File: src/assert_macros.svh
// Assertion helpers; compiled out for synthesis.
`ifndef ASSERT_MACROS_SVH
`define ASSERT_MACROS_SVH

`ifndef SYNTHESIS

`define PPG_ASSERT_IMPLIES(label, clk, rst_n, ante, cons) \
    label: assert property (@(posedge clk) disable iff (!rst_n) (ante) |-> (cons)) \
        else $error("assertion failed");

`define PPG_ASSERT_NEXT(label, clk, rst_n, ante, cons) \
    label: assert property (@(posedge clk) disable iff (!rst_n) (ante) |=> (cons)) \
        else $error("assertion failed");

`else

`define PPG_ASSERT_IMPLIES(label, clk, rst_n, ante, cons)

`define PPG_ASSERT_NEXT(label, clk, rst_n, ante, cons)

`endif

`endif

File: src/ppg_ftd_pkg.sv
package ppg_ftd_pkg;

    localparam int CHANNELS_DEF    = 3;
    localparam int QUEUE_DEPTH_DEF = 4;

    localparam int WORD_W     = 32;
    localparam int DIFF_W     = WORD_W + 1;
    localparam int DAC_W      = 8;
    localparam int GAIN_W     = 2 * DAC_W;
    localparam int PROD_W     = 49;
    localparam int SHIFT      = 20;
    localparam int LEVEL_W    = PROD_W - SHIFT;
    localparam int THR_W      = 20;
    localparam int RUN_W      = 8;
    localparam int CFG_IDX_W  = 3;
    localparam int CFG_DATA_W = 20;

    localparam logic [THR_W-1:0] UPPER_RST = 20'd600;
    localparam logic [THR_W-1:0] LOWER_RST = 20'd512;
    localparam logic [RUN_W-1:0] LIMIT_RST = 8'd3;
    localparam logic [RUN_W-1:0] RUN_MAX   = 8'hFF;

    typedef enum logic [CFG_IDX_W-1:0] {
        REG_LED_DAC       = 3'd0,
        REG_EXPOSURE      = 3'd1,
        REG_UPPER_THR     = 3'd2,
        REG_LOWER_THR     = 3'd3,
        REG_TOUCH_LIMIT   = 3'd4,
        REG_RELEASE_LIMIT = 3'd5
    } cfg_reg_t;

    typedef struct packed {
        logic [WORD_W-1:0] sample_word;
        logic              last_word;
        logic [WORD_W-1:0] received_checksum;
    } in_t;

    typedef struct packed {
        logic touch_detected;
        logic checksum_ok;
    } out_t;

    typedef struct packed {
        logic                     has_diff;
        logic signed [DIFF_W-1:0] diff;
        logic                     is_last;
        logic                     csum_ok;
    } job_t;

    typedef struct packed {
        logic [DAC_W-1:0] led_dac;
        logic [DAC_W-1:0] exposure;
        logic [THR_W-1:0] upper_threshold;
        logic [THR_W-1:0] lower_threshold;
        logic [RUN_W-1:0] touch_run_limit;
        logic [RUN_W-1:0] release_run_limit;
    } cfg_t;

    typedef struct packed {
        logic [RUN_W-1:0] touch_run;
        logic [RUN_W-1:0] release_run;
        logic             idle;
    } back_stat_t;

    typedef enum logic [1:0] {
        BK_IDLE  = 2'd0,
        BK_MUL   = 2'd1,
        BK_HYST  = 2'd2,
        BK_FRAME = 2'd3
    } back_state_t;

endpackage

File: src/ppg_ftd_front.sv
module ppg_ftd_front #(
    parameter int CHANNELS = ppg_ftd_pkg::CHANNELS_DEF,
    localparam int POS_W = (CHANNELS > 1) ? $clog2(CHANNELS) : 1
) (
    input  logic                   clk,
    input  logic                   rst_n,
    input  logic                   sample_valid,
    output logic                   sample_ready,
    input  ppg_ftd_pkg::in_t       sample,
    input  logic                   full,
    output logic                   push,
    output ppg_ftd_pkg::job_t      job,
    output logic [POS_W-1:0]       pos
);

    localparam logic [POS_W-1:0] POS_FIRST  = '0;
    localparam logic [POS_W-1:0] POS_SECOND = POS_W'(1);
    localparam logic [POS_W-1:0] POS_LAST   = POS_W'(CHANNELS - 1);

    logic [POS_W-1:0]                   pos_reg, pos_next;
    logic [ppg_ftd_pkg::WORD_W-1:0]     hold_reg, hold_next;
    logic [ppg_ftd_pkg::WORD_W-1:0]     xor_reg, xor_next;
    logic [ppg_ftd_pkg::WORD_W-1:0]     xor_cur;
    logic                               accept;

    assign sample_ready = !full;
    assign accept       = sample_valid && !full;
    assign xor_cur      = xor_reg ^ sample.sample_word;
    assign pos          = pos_reg;

    always_comb
    begin
        job.has_diff = (pos_reg == POS_SECOND);
        job.diff     = $signed({hold_reg[ppg_ftd_pkg::WORD_W-1], hold_reg})
                     - $signed({sample.sample_word[ppg_ftd_pkg::WORD_W-1],
                                sample.sample_word});
        job.is_last  = sample.last_word;
        job.csum_ok  = (xor_cur == sample.received_checksum);
    end

    assign push = accept && (job.has_diff || job.is_last);

    always_comb
    begin
        pos_next  = pos_reg;
        hold_next = hold_reg;
        xor_next  = xor_reg;
        if (accept)
        begin
            if (pos_reg == POS_FIRST)
            begin
                hold_next = sample.sample_word;
            end
            if (sample.last_word)
            begin
                pos_next = POS_FIRST;
                xor_next = '0;
            end
            else
            begin
                pos_next = (pos_reg == POS_LAST) ? POS_FIRST : pos_reg + POS_W'(1);
                xor_next = xor_cur;
            end
        end
    end

    always_ff @(posedge clk or negedge rst_n)
    begin
        if (!rst_n)
        begin
            pos_reg  <= '0;
            hold_reg <= '0;
            xor_reg  <= '0;
        end
        else
        begin
            pos_reg  <= pos_next;
            hold_reg <= hold_next;
            xor_reg  <= xor_next;
        end
    end

endmodule

File: src/ppg_ftd_queue.sv
module ppg_ftd_queue #(
    parameter int DEPTH = ppg_ftd_pkg::QUEUE_DEPTH_DEF,
    localparam int PTR_W = (DEPTH > 1) ? $clog2(DEPTH) : 1,
    localparam int CNT_W = $clog2(DEPTH + 1)
) (
    input  logic                clk,
    input  logic                rst_n,
    input  logic                push,
    input  ppg_ftd_pkg::job_t   job_in,
    input  logic                pop,
    output ppg_ftd_pkg::job_t   job_out,
    output logic                empty,
    output logic                full,
    output logic [CNT_W-1:0]    count
);

    localparam logic [PTR_W-1:0] PTR_LAST = PTR_W'(DEPTH - 1);
    localparam logic [CNT_W-1:0] CNT_FULL = CNT_W'(DEPTH);

    ppg_ftd_pkg::job_t   entries_reg [DEPTH];
    logic [PTR_W-1:0]    wr_ptr_reg, wr_ptr_next;
    logic [PTR_W-1:0]    rd_ptr_reg, rd_ptr_next;
    logic [CNT_W-1:0]    count_reg, count_next;
    logic                do_push, do_pop;

    assign empty   = (count_reg == '0);
    assign full    = (count_reg == CNT_FULL);
    assign count   = count_reg;
    assign do_push = push && !full;
    assign do_pop  = pop && !empty;
    assign job_out = entries_reg[rd_ptr_reg];

    always_comb
    begin
        wr_ptr_next = wr_ptr_reg;
        rd_ptr_next = rd_ptr_reg;
        count_next  = count_reg;
        if (do_push)
        begin
            wr_ptr_next = (wr_ptr_reg == PTR_LAST) ? '0 : wr_ptr_reg + PTR_W'(1);
        end
        if (do_pop)
        begin
            rd_ptr_next = (rd_ptr_reg == PTR_LAST) ? '0 : rd_ptr_reg + PTR_W'(1);
        end
        case ({do_push, do_pop})
            2'b10:   count_next = count_reg + CNT_W'(1);
            2'b01:   count_next = count_reg - CNT_W'(1);
            default: count_next = count_reg;
        endcase
    end

    always_ff @(posedge clk)
    begin
        if (do_push)
        begin
            entries_reg[wr_ptr_reg] <= job_in;
        end
    end

    always_ff @(posedge clk or negedge rst_n)
    begin
        if (!rst_n)
        begin
            wr_ptr_reg <= '0;
            rd_ptr_reg <= '0;
            count_reg  <= '0;
        end
        else
        begin
            wr_ptr_reg <= wr_ptr_next;
            rd_ptr_reg <= rd_ptr_next;
            count_reg  <= count_next;
        end
    end

endmodule

File: src/ppg_ftd_back.sv
module ppg_ftd_back (
    input  logic                        clk,
    input  logic                        rst_n,
    input  ppg_ftd_pkg::cfg_t           cfg,
    input  logic                        empty,
    output logic                        pop,
    input  ppg_ftd_pkg::job_t           job,
    output logic                        result_valid,
    input  logic                        result_ready,
    output ppg_ftd_pkg::out_t           result,
    output ppg_ftd_pkg::back_stat_t     stat
);

    localparam int PROD_W  = ppg_ftd_pkg::PROD_W;
    localparam int LEVEL_W = ppg_ftd_pkg::LEVEL_W;
    localparam int RUN_W   = ppg_ftd_pkg::RUN_W;
    localparam int FULL_W  = ppg_ftd_pkg::DIFF_W + ppg_ftd_pkg::GAIN_W + 1;

    ppg_ftd_pkg::back_state_t           state_reg, state_next;
    ppg_ftd_pkg::job_t                  job_reg, job_next;
    logic [ppg_ftd_pkg::GAIN_W-1:0]     gain_reg;
    logic signed [PROD_W-1:0]           prod_reg, prod_next;
    logic [RUN_W-1:0]                   touch_run_reg, touch_run_next;
    logic [RUN_W-1:0]                   release_run_reg, release_run_next;
    logic                               status_reg, status_next;
    logic                               res_valid_reg, res_valid_next;
    ppg_ftd_pkg::out_t                  res_reg, res_next;
    logic signed [FULL_W-1:0]           prod_full;
    logic signed [LEVEL_W-1:0]          level;
    logic signed [LEVEL_W-1:0]          upper_s, lower_s;

    // |diff| < 2^32 and gain < 2^16, so the product fits in PROD_W bits
    assign prod_full = job_reg.diff * $signed({1'b0, gain_reg});
    // arithmetic shift of the two's complement product is the floor
    assign level     = prod_reg[PROD_W-1:ppg_ftd_pkg::SHIFT];
    assign upper_s   = $signed({{(LEVEL_W - ppg_ftd_pkg::THR_W){1'b0}},
                                cfg.upper_threshold});
    assign lower_s   = $signed({{(LEVEL_W - ppg_ftd_pkg::THR_W){1'b0}},
                                cfg.lower_threshold});

    assign pop               = (state_reg == ppg_ftd_pkg::BK_IDLE) && !empty;
    assign result_valid      = res_valid_reg;
    assign result            = res_reg;
    assign stat.touch_run    = touch_run_reg;
    assign stat.release_run  = release_run_reg;
    assign stat.idle         = (state_reg == ppg_ftd_pkg::BK_IDLE);

    always_comb
    begin
        state_next       = state_reg;
        job_next         = job_reg;
        prod_next        = prod_reg;
        touch_run_next   = touch_run_reg;
        release_run_next = release_run_reg;
        status_next      = status_reg;
        res_valid_next   = res_valid_reg && !result_ready;
        res_next         = res_reg;
        case (state_reg)
            ppg_ftd_pkg::BK_IDLE:
            begin
                if (!empty)
                begin
                    job_next   = job;
                    state_next = job.has_diff ? ppg_ftd_pkg::BK_MUL : ppg_ftd_pkg::BK_FRAME;
                end
            end
            ppg_ftd_pkg::BK_MUL:
            begin
                prod_next  = prod_full[PROD_W-1:0];
                state_next = ppg_ftd_pkg::BK_HYST;
            end
            ppg_ftd_pkg::BK_HYST:
            begin
                if (level > upper_s)
                begin
                    if (touch_run_reg != ppg_ftd_pkg::RUN_MAX)
                    begin
                        touch_run_next = touch_run_reg + RUN_W'(1);
                    end
                    release_run_next = '0;
                end
                else if (level < lower_s)
                begin
                    if (release_run_reg != ppg_ftd_pkg::RUN_MAX)
                    begin
                        release_run_next = release_run_reg + RUN_W'(1);
                    end
                    touch_run_next = '0;
                end
                else
                begin
                    touch_run_next   = '0;
                    release_run_next = '0;
                end
                state_next = job_reg.is_last ? ppg_ftd_pkg::BK_FRAME : ppg_ftd_pkg::BK_IDLE;
            end
            ppg_ftd_pkg::BK_FRAME:
            begin
                if (!res_valid_reg || result_ready)
                begin
                    if (touch_run_reg > cfg.touch_run_limit)
                    begin
                        status_next = 1'b1;
                    end
                    else if (release_run_reg > cfg.release_run_limit)
                    begin
                        status_next = 1'b0;
                    end
                    res_next.touch_detected = status_next;
                    res_next.checksum_ok    = job_reg.csum_ok;
                    res_valid_next          = 1'b1;
                    state_next              = ppg_ftd_pkg::BK_IDLE;
                end
            end
            default:
            begin
                state_next = ppg_ftd_pkg::BK_IDLE;
            end
        endcase
    end

    always_ff @(posedge clk)
    begin
        job_reg  <= job_next;
        prod_reg <= prod_next;
        res_reg  <= res_next;
        gain_reg <= ppg_ftd_pkg::GAIN_W'(cfg.led_dac) * ppg_ftd_pkg::GAIN_W'(cfg.exposure);
    end

    always_ff @(posedge clk or negedge rst_n)
    begin
        if (!rst_n)
        begin
            state_reg       <= ppg_ftd_pkg::BK_IDLE;
            touch_run_reg   <= '0;
            release_run_reg <= '0;
            status_reg      <= 1'b1;
            res_valid_reg   <= 1'b0;
        end
        else
        begin
            state_reg       <= state_next;
            touch_run_reg   <= touch_run_next;
            release_run_reg <= release_run_next;
            status_reg      <= status_next;
            res_valid_reg   <= res_valid_next;
        end
    end

endmodule

File: src/ppg_frame_touch_detector.sv
// Flow: the last word of a frame goes into the job queue, is popped by the back end
// and yields its result in the frame step, with multiply and hysteresis first when it
// completes a record. Throughput: one word per cycle while the job queue has room; the
// back end takes each record through pop, multiply and hysteresis, plus a result step
// at a frame end, or through pop and result when the last word completes no record.
// Reset (rst_n, async, active low): counters and queue cleared, touch status 1,
// config registers to their defaults.
`include "assert_macros.svh"

module ppg_frame_touch_detector #(
    parameter int CHANNELS    = ppg_ftd_pkg::CHANNELS_DEF,
    parameter int QUEUE_DEPTH = ppg_ftd_pkg::QUEUE_DEPTH_DEF
) (
    input  logic                                clk,
    input  logic                                rst_n,
    input  logic                                sample_valid,
    output logic                                sample_ready,
    input  ppg_ftd_pkg::in_t                    sample,
    output logic                                result_valid,
    input  logic                                result_ready,
    output ppg_ftd_pkg::out_t                   result,
    input  logic                                cfg_we,
    input  logic [ppg_ftd_pkg::CFG_IDX_W-1:0]   cfg_index,
    input  logic [ppg_ftd_pkg::CFG_DATA_W-1:0]  cfg_wdata
);

    localparam int POS_W = (CHANNELS > 1) ? $clog2(CHANNELS) : 1;
    localparam int CNT_W = $clog2(QUEUE_DEPTH + 1);

    ppg_ftd_pkg::cfg_t          cfg_reg;
    ppg_ftd_pkg::job_t          front_job, queue_job;
    ppg_ftd_pkg::back_stat_t    back_stat;
    logic                       q_push, q_pop, q_empty, q_full;
    logic [CNT_W-1:0]           q_count;
    logic [POS_W-1:0]           front_pos;

    always_ff @(posedge clk or negedge rst_n)
    begin
        if (!rst_n)
        begin
            cfg_reg.led_dac           <= '0;
            cfg_reg.exposure          <= '0;
            cfg_reg.upper_threshold   <= ppg_ftd_pkg::UPPER_RST;
            cfg_reg.lower_threshold   <= ppg_ftd_pkg::LOWER_RST;
            cfg_reg.touch_run_limit   <= ppg_ftd_pkg::LIMIT_RST;
            cfg_reg.release_run_limit <= ppg_ftd_pkg::LIMIT_RST;
        end
        else if (cfg_we)
        begin
            case (cfg_index)
                ppg_ftd_pkg::REG_LED_DAC:       cfg_reg.led_dac           <= cfg_wdata[7:0];
                ppg_ftd_pkg::REG_EXPOSURE:      cfg_reg.exposure          <= cfg_wdata[7:0];
                ppg_ftd_pkg::REG_UPPER_THR:     cfg_reg.upper_threshold   <= cfg_wdata;
                ppg_ftd_pkg::REG_LOWER_THR:     cfg_reg.lower_threshold   <= cfg_wdata;
                ppg_ftd_pkg::REG_TOUCH_LIMIT:   cfg_reg.touch_run_limit   <= cfg_wdata[7:0];
                ppg_ftd_pkg::REG_RELEASE_LIMIT: cfg_reg.release_run_limit <= cfg_wdata[7:0];
                default:                        cfg_reg                   <= cfg_reg;
            endcase
        end
    end

    ppg_ftd_front #(
        .CHANNELS (CHANNELS)
    ) u_front (
        .clk          (clk),
        .rst_n        (rst_n),
        .sample_valid (sample_valid),
        .sample_ready (sample_ready),
        .sample       (sample),
        .full         (q_full),
        .push         (q_push),
        .job          (front_job),
        .pos          (front_pos)
    );

    ppg_ftd_queue #(
        .DEPTH (QUEUE_DEPTH)
    ) u_queue (
        .clk     (clk),
        .rst_n   (rst_n),
        .push    (q_push),
        .job_in  (front_job),
        .pop     (q_pop),
        .job_out (queue_job),
        .empty   (q_empty),
        .full    (q_full),
        .count   (q_count)
    );

    ppg_ftd_back u_back (
        .clk          (clk),
        .rst_n        (rst_n),
        .cfg          (cfg_reg),
        .empty        (q_empty),
        .pop          (q_pop),
        .job          (queue_job),
        .result_valid (result_valid),
        .result_ready (result_ready),
        .result       (result),
        .stat         (back_stat)
    );

    // a record can only extend one of the two runs
    `PPG_ASSERT_IMPLIES(a_runs_exclusive, clk, rst_n, 1'b1,
        (back_stat.touch_run == '0) || (back_stat.release_run == '0))

    `PPG_ASSERT_IMPLIES(a_queue_bound, clk, rst_n, 1'b1, int'(q_count) <= QUEUE_DEPTH)

    `PPG_ASSERT_IMPLIES(a_pos_range, clk, rst_n, 1'b1, int'(front_pos) < CHANNELS)

    // nothing queued and nothing in flight: no transaction can appear next cycle
    `PPG_ASSERT_NEXT(a_no_spurious_result, clk, rst_n,
        q_empty && back_stat.idle && !result_valid, !result_valid)

endmodule
File: config.mk
export PLATFORM = sky130hd
export DESIGN_NAME = ppg_frame_touch_detector
export DESIGN_NICKNAME = d
export VERILOG_FILES = /design/src/ppg_ftd_pkg.sv /design/src/ppg_ftd_front.sv /design/src/ppg_ftd_queue.sv /design/src/ppg_ftd_back.sv /design/src/ppg_frame_touch_detector.sv
export VERILOG_INCLUDE_DIRS = /design/src /design/src/src
export SDC_FILE = /design/constraint.sdc
export NUM_CORES = 2
export LEC_CHECK = 0
export BUFFER_PORTS_ARGS = -buffer_cell sky130_fd_sc_hd__buf_2
export CAP_MARGIN = 20
export CORE_MARGIN = 4
export CORE_UTILIZATION = 51
export CTS_CLUSTER_DIAMETER = 120
export DETAILED_ROUTE_END_ITERATION = 8
export PLACE_DENSITY = 0.77
export SETUP_SLACK_MARGIN = 0.3
export SLEW_MARGIN = 5
export SYNTH_ARGS = -nofsm -noshare
export SYNTH_HDL_FRONTEND = slang
export SYNTH_SLANG_ARGS = --single-unit
File: constraint.sdc
create_clock -name clk -period 6.3 [get_ports clk]
set_input_delay 0.315 -clock clk [delete_from_list [all_inputs] [get_ports clk]]
set_output_delay 0.315 -clock clk [all_outputs]
set_load 0.005 [all_outputs]
Word-level counts from Yosys, hierarchy flattened
Memories as Yosys holds them, arrays and structs flattened. Cells that the tools add are included.

Bits in registers: 267. RAM bits: 144. Output and inout port bits: 4. Logic and storage cells: 114. Memories: 1.

$add $sub $neg: 8. $mul: 2. Order comparisons: 4. Eq/ne operators: 22. Muxes and demuxes: 22. Bitwise logic cells: 2. Reduce and logical (&&, ||, !) cells: 29.

Memories: u_queue.entries_reg (depth 4, width 36, read ports 1, clocked after Yosys merged registers in 0, write ports 1, line ppg_ftd_queue.sv:20) `ppg_ftd_pkg::job_t entries_reg [DEPTH];`.

Operator list (count): $mul A33 B17 Y49 (1); $mux W8 (5); $sub A32 B32 Y33 (1); $eq A32 B32 Y1 (1); $mux W32 (1); $xor A32 B32 Y32 (1); $gt A29 B21 Y1 (1); $lt A29 B21 Y1 (1); $reduce_and A2 Y1 (12); $add A8 B1 Y8 const B (2); $gt A8 B8 Y1 (2); $mul A8 B8 Y16 (1); $mux W2 (8); $ne A8 B8 Y1 const B (2); $eq A2 B2 Y1 const B (6); $eq A3 B3 Y1 const B (3); $pmux W2 S4 (1); $add A2 B1 Y2 const B (3); $eq A2 B1 Y1 const B (3); $eq A3 B2 Y1 const B (2); $logic_and A1 B1 Y1 (6); $logic_not A3 Y1 (2); $mux W1 (6); $pmux W3 S2 (1); other kinds (11) (17).

Depth between registers and ports, before layout
Depth after elaboration: 7. Depth in mapped cells: 24. Mapped depth without buffers: 23.

By module
From an unflattened synthesis, not the netlist that was laid out.

Cell total of the unflattened synthesis: 3524. Area total of the unflattened synthesis: 37722.4 µm².

Modules (own cells, without submodules): ppg_ftd_back (instances 1, cells each 2537, area each 24155.7 µm², seq. area each 2803.9 µm²); ppg_ftd_queue (instances 1, cells each 228, area each 5655.4 µm², seq. area each 4499.3 µm²); ppg_ftd_front (instances 1, cells each 603, area each 5148.7 µm², seq. area each 1651.6 µm²); ppg_frame_touch_detector (instances 1, cells each 156, area each 2762.6 µm², seq. area each 1813.0 µm²).

Worst setup path after synthesis
No wires, ideal clock.

Kind: reg2reg. From: register u_back.job_reg[26] in the netlist's numbering. To: register u_back.prod_reg[48] (data pin). Setup time: 0.260 ns. Arrival: 5.905 ns. Required time: 6.040 ns. Path slack: 0.135 ns. Cell stages (with the launch flop): 23. Buffers on the path: 1. Period minus slack after synthesis: 6.165 ns. Cells stage by stage: edfxtp_1 clkbuf_1 nand2_1 fa_1 fa_1 fa_1 inv_1 fa_1 fa_1 inv_1 fa_1 inv_1 ha_1 a21oi_1 o22ai_1 o41ai_2 nand4b_1 a311oi_1 nor2_1 o41ai_2 o2111ai_1 a21oi_1 xnor2_1.

Word-level cells in the longest chain between the ends: 1.

RTL lines: from (decl) (line ppg_ftd_back.sv:20) `ppg_ftd_pkg::job_t job_reg, job_next;`; from (signal assigned) (line ppg_ftd_back.sv:124) `job_reg <= job_next;`; $mul A33 B17 Y49 (line ppg_ftd_back.sv:33) `assign prod_full = job_reg.diff * $signed({1'b0, gain_reg});`; named net u_back.prod_full[48] (line ppg_ftd_back.sv:28) `logic signed [FULL_W-1:0] prod_full;`; to (signal assigned) (line ppg_ftd_back.sv:125) `prod_reg <= prod_next;`; to (decl) (line ppg_ftd_back.sv:22) `logic signed [PROD_W-1:0] prod_reg, prod_next;`.

The timed path passes the listed nets, and every way through them passes these cells. A chain may end at the register's enable or synchronous reset.

Worst setup path after layout
From: register u_back.job_reg[10] in the netlist's numbering. To: register u_back.prod_reg[48] (data pin).

The elaborated chain is that of the path after synthesis.

==> impl_metrics.py <==
metrics = {
    "yosys": {
        "ys_async_sr_fraction_pct": 42.2,
        "yosys-top-cells-area": "fa_1, edfxtp_1, dfrtp_1, ha_1, inv_1",
        "syn-instance-count": 3596,
        "ys.flop_type": "edfxtp_1",
        "yosysUniqueCellTypes": 77,
        "synth_compound_area_share_pct": 6.53,
        "synth-seq-area-share_pct": 28.8,
        "netlist_area_um2": 37400,
        "synth_most_common_cell": "inv_1",
        "synth-edff-count": 210,
        "avgSynthCellArea_um2": 10.4,
        "synth_commonest_cells": "inv_1, fa_1, nand2_1",
        "synth_fa_ha_area_share_pct": 36.7,
        "ys_seq_elements": 391,
        "synth.largest_area_cell": "fa_1",
        "synth_top_area_share_pct": 28.6,
        "synthSimpleGateAreaFrac_pct": 12.7,
        "synth_top_family_by_area": "adder cells",
        "muxShareOfSynthArea_pct": 3.72,
        "synth_xor_area_share_pct": 3.30,
        "synth.net_count": 4468,
        "synth_warnings": 0,
    },
    "timing": {
        "finalMaxSlewViolations": 0,
        "slew_headroom_pct": 34.1,
        "layout_min_cycle_time_ps": 6640,
        "setup_violations": 17,
        "timing.final.ws_setup_ps": -338,
        "clock.fmax_mhz": 151,
        "min_period_over_period_pct": 105,
        "fin_skew_ps": 52.0,
        "worst_pin_slew_ps": 985,
        "rsz0062_at_grt": "true",
        "hold_violations": 0,
        "worst_hold_slack_ps": 54.8,
    },
    "floorplanning": {
        "die_h_um": 279,
        "placeableCoreArea_um2": 72800,
        "die_w_um": 279,
        "start_util_pct": 51.4,
        "rows": 99,
        "boundaryPins": 97,
        "design.die.area_um2": 77800,
    },
    "setup_path": {
        "path_common_cell": "fa_1",
        "end_kind": "flop",
        "crit_required_ps": 6640,
        "worstPathArrival_ps": 6970,
        "slowest_stage": "fa_1",
        "worstPathMaxFanout": 4,
        "cpPeakStageDelay_ps": 620,
        "worstSetupPathType": "reg -> reg",
        "crit_path_start_kind": "flop",
        "rr_worst_depth": 26,
    },
    "placement": {
        "dpl_cell_area_um2": 40600,
        "port_buffers": 96,
        "dp_hpwl_um": 68800,
        "place_congestion": 0.939,
    },
    "cts": {
        "clockRootBuffer": "clkbuf_16",
        "numCtsBuffers": 44,
        "clk_latency_ps": 600,
        "htreeDepth": 2,
        "cts.sinks": 391,
        "cts_buffer_depth": 3,
        "cts_tree": "built",
        "clk_pin_slew_worst_paths_ps": 60,
    },
    "detailed_routing": {
        "vias": 26224,
        "routed_wl_um": 90400,
        "wl_per_cell_um": 18.5,
        "remaining_drc_errors": 0,
        "ant_nets": 0,
        "drtIter0Drc": 1717,
        "detail_route.vias_per_cell": 5.36,
        "dr.pass1.iters": 5,
    },
    "min_path": {
        "min-delay-path-class": "in -> reg",
        "min_path_cells": 3,
    },
    "cells_and_area": {
        "fillers": 5661,
        "fin_nets": 4770,
        "layout-drive-gt1-share_pct": 17.4,
        "design_area_um2": 43400,
        "area_delta_synth_final_pct": 16.0,
        "antenna_cells": 0,
        "largest_reg_flops": 144,
        "regArea_um2": 10800,
        "final_util_pct": 59.6,
        "multiInputGateArea_um2": 24300,
    },
    "outcome": {
        "violations": "setup timing",
        "status": "complete, but fails checks",
    },
    "grt": {
        "grt_pass1_vias": 28054,
        "gr-total-overflow": 0,
        "grt_start_max_net_pins": 98,
        "grt_pass1_wl_um": 145000,
        "grt_use_total_pct": 23.3,
        "antenna_found_initial": 0,
    },
    "job": {
        "cap_violations": 0,
    },
}
-- worst max-delay path, delay by kind of cell, from the launching register on --
kind | cells | cell delay [ps]
buf+inv | 8 | 970
simple gates | 2 | 110
compound gates | 8 | 1330
fa+ha+maj | 7 | 3420
xor+xnor | 1 | 80
flops | 1 | 440
-- placed cells by master (no fill, tap or decap), drive strengths merged, types with 112 or more instances in the layout --
cell	netlist	final
ha	245	245
and2	275	275
o21ai	146	146
nand2	468	468
xnor2	114	114
buf	12	370
fa	534	534
edfxtp	210	210
a21oi	112	112
inv	695	698
dfrtp	155	155
-- metal layers --
| layer | part of all wire [%] | vias up | wire length [µm] | track usage, % |
|---|---|---|---|---|
| li1 | - | 11945 | - | - |
| met1 | 40 | 13089 | 36000 | 30.1 |
| met2 | 48 | 929 | 43600 | 39.1 |
| met3 | 7.4 | 261 | 6660 | 4.73 |
| met4 | 4.6 | 0 | 4170 | 9.01 |
| met5 | 0 | - | 0 | 0 |
-- final cells by class --
| class | count | share of cell area (%) |
|---|---|---|
| clock buffer | 55 | 2.65 |
| clock inverter | 26 | 0.671 |
| inverter | 695 | 6.01 |
| multi-input combinational | 2382 | 55.9 |
| sequential | 391 | 24.8 |
| tap | 959 | 2.76 |
| timing repair buffer | 384 | 7.16 |
-- through the flow --
step / setup TNS (ps) / cells / setup slack (ps)
after detailed placement: -5350 / 4744 / -652
after global routing: -5850 / 4892 / -520
final: -2460 / 4892 / -338
after CTS: -1470 / 4876 / -314
after floorplan: 0 / 3596 / 264
after global placement: -3190 / 4744 / -523
-- path summary, 6_finish.rpt --
kind	start	to	slack, ps
worst max-delay path	u_back.job_reg[10]	u_back.prod_reg[48]	-340
worst max register to register	u_back.job_reg[10]	u_back.prod_reg[48]	-340
worst min register to register	u_back.job_reg[0]	u_back.result[0]	480
worst min-delay path	cfg_wdata[4]	cfg_reg[40]	50
min in group asynchronous	rst_n	u_queue.count[0]	320
max in group asynchronous	rst_n	u_front.xor_reg[27]	4550
-- repair_timing --
action / CTS / global route
endpoints found under the setup margin: 28 / 29
setup buffers: 37 / 16
hold buffers: 13 / 0
hold endpoints to repair: 110 / 0
gates cloned: 1 / 0
pin swaps: 81 / 39
gates resized for setup: 123 / 62
-- cell families after synthesis --
group | count (synthesis)
xor gates and xnor gates | 141
buffers and inverters | 823
muxes | 88
AOI/OAI and AO/OA | 396
and+or+nand+nor | 978
DFF | 391
adders and majority gates | 779
Power is left out: the tool's default activity adds up to more than one toggle a clock period on the data nets, which glitch-free logic cannot reach.
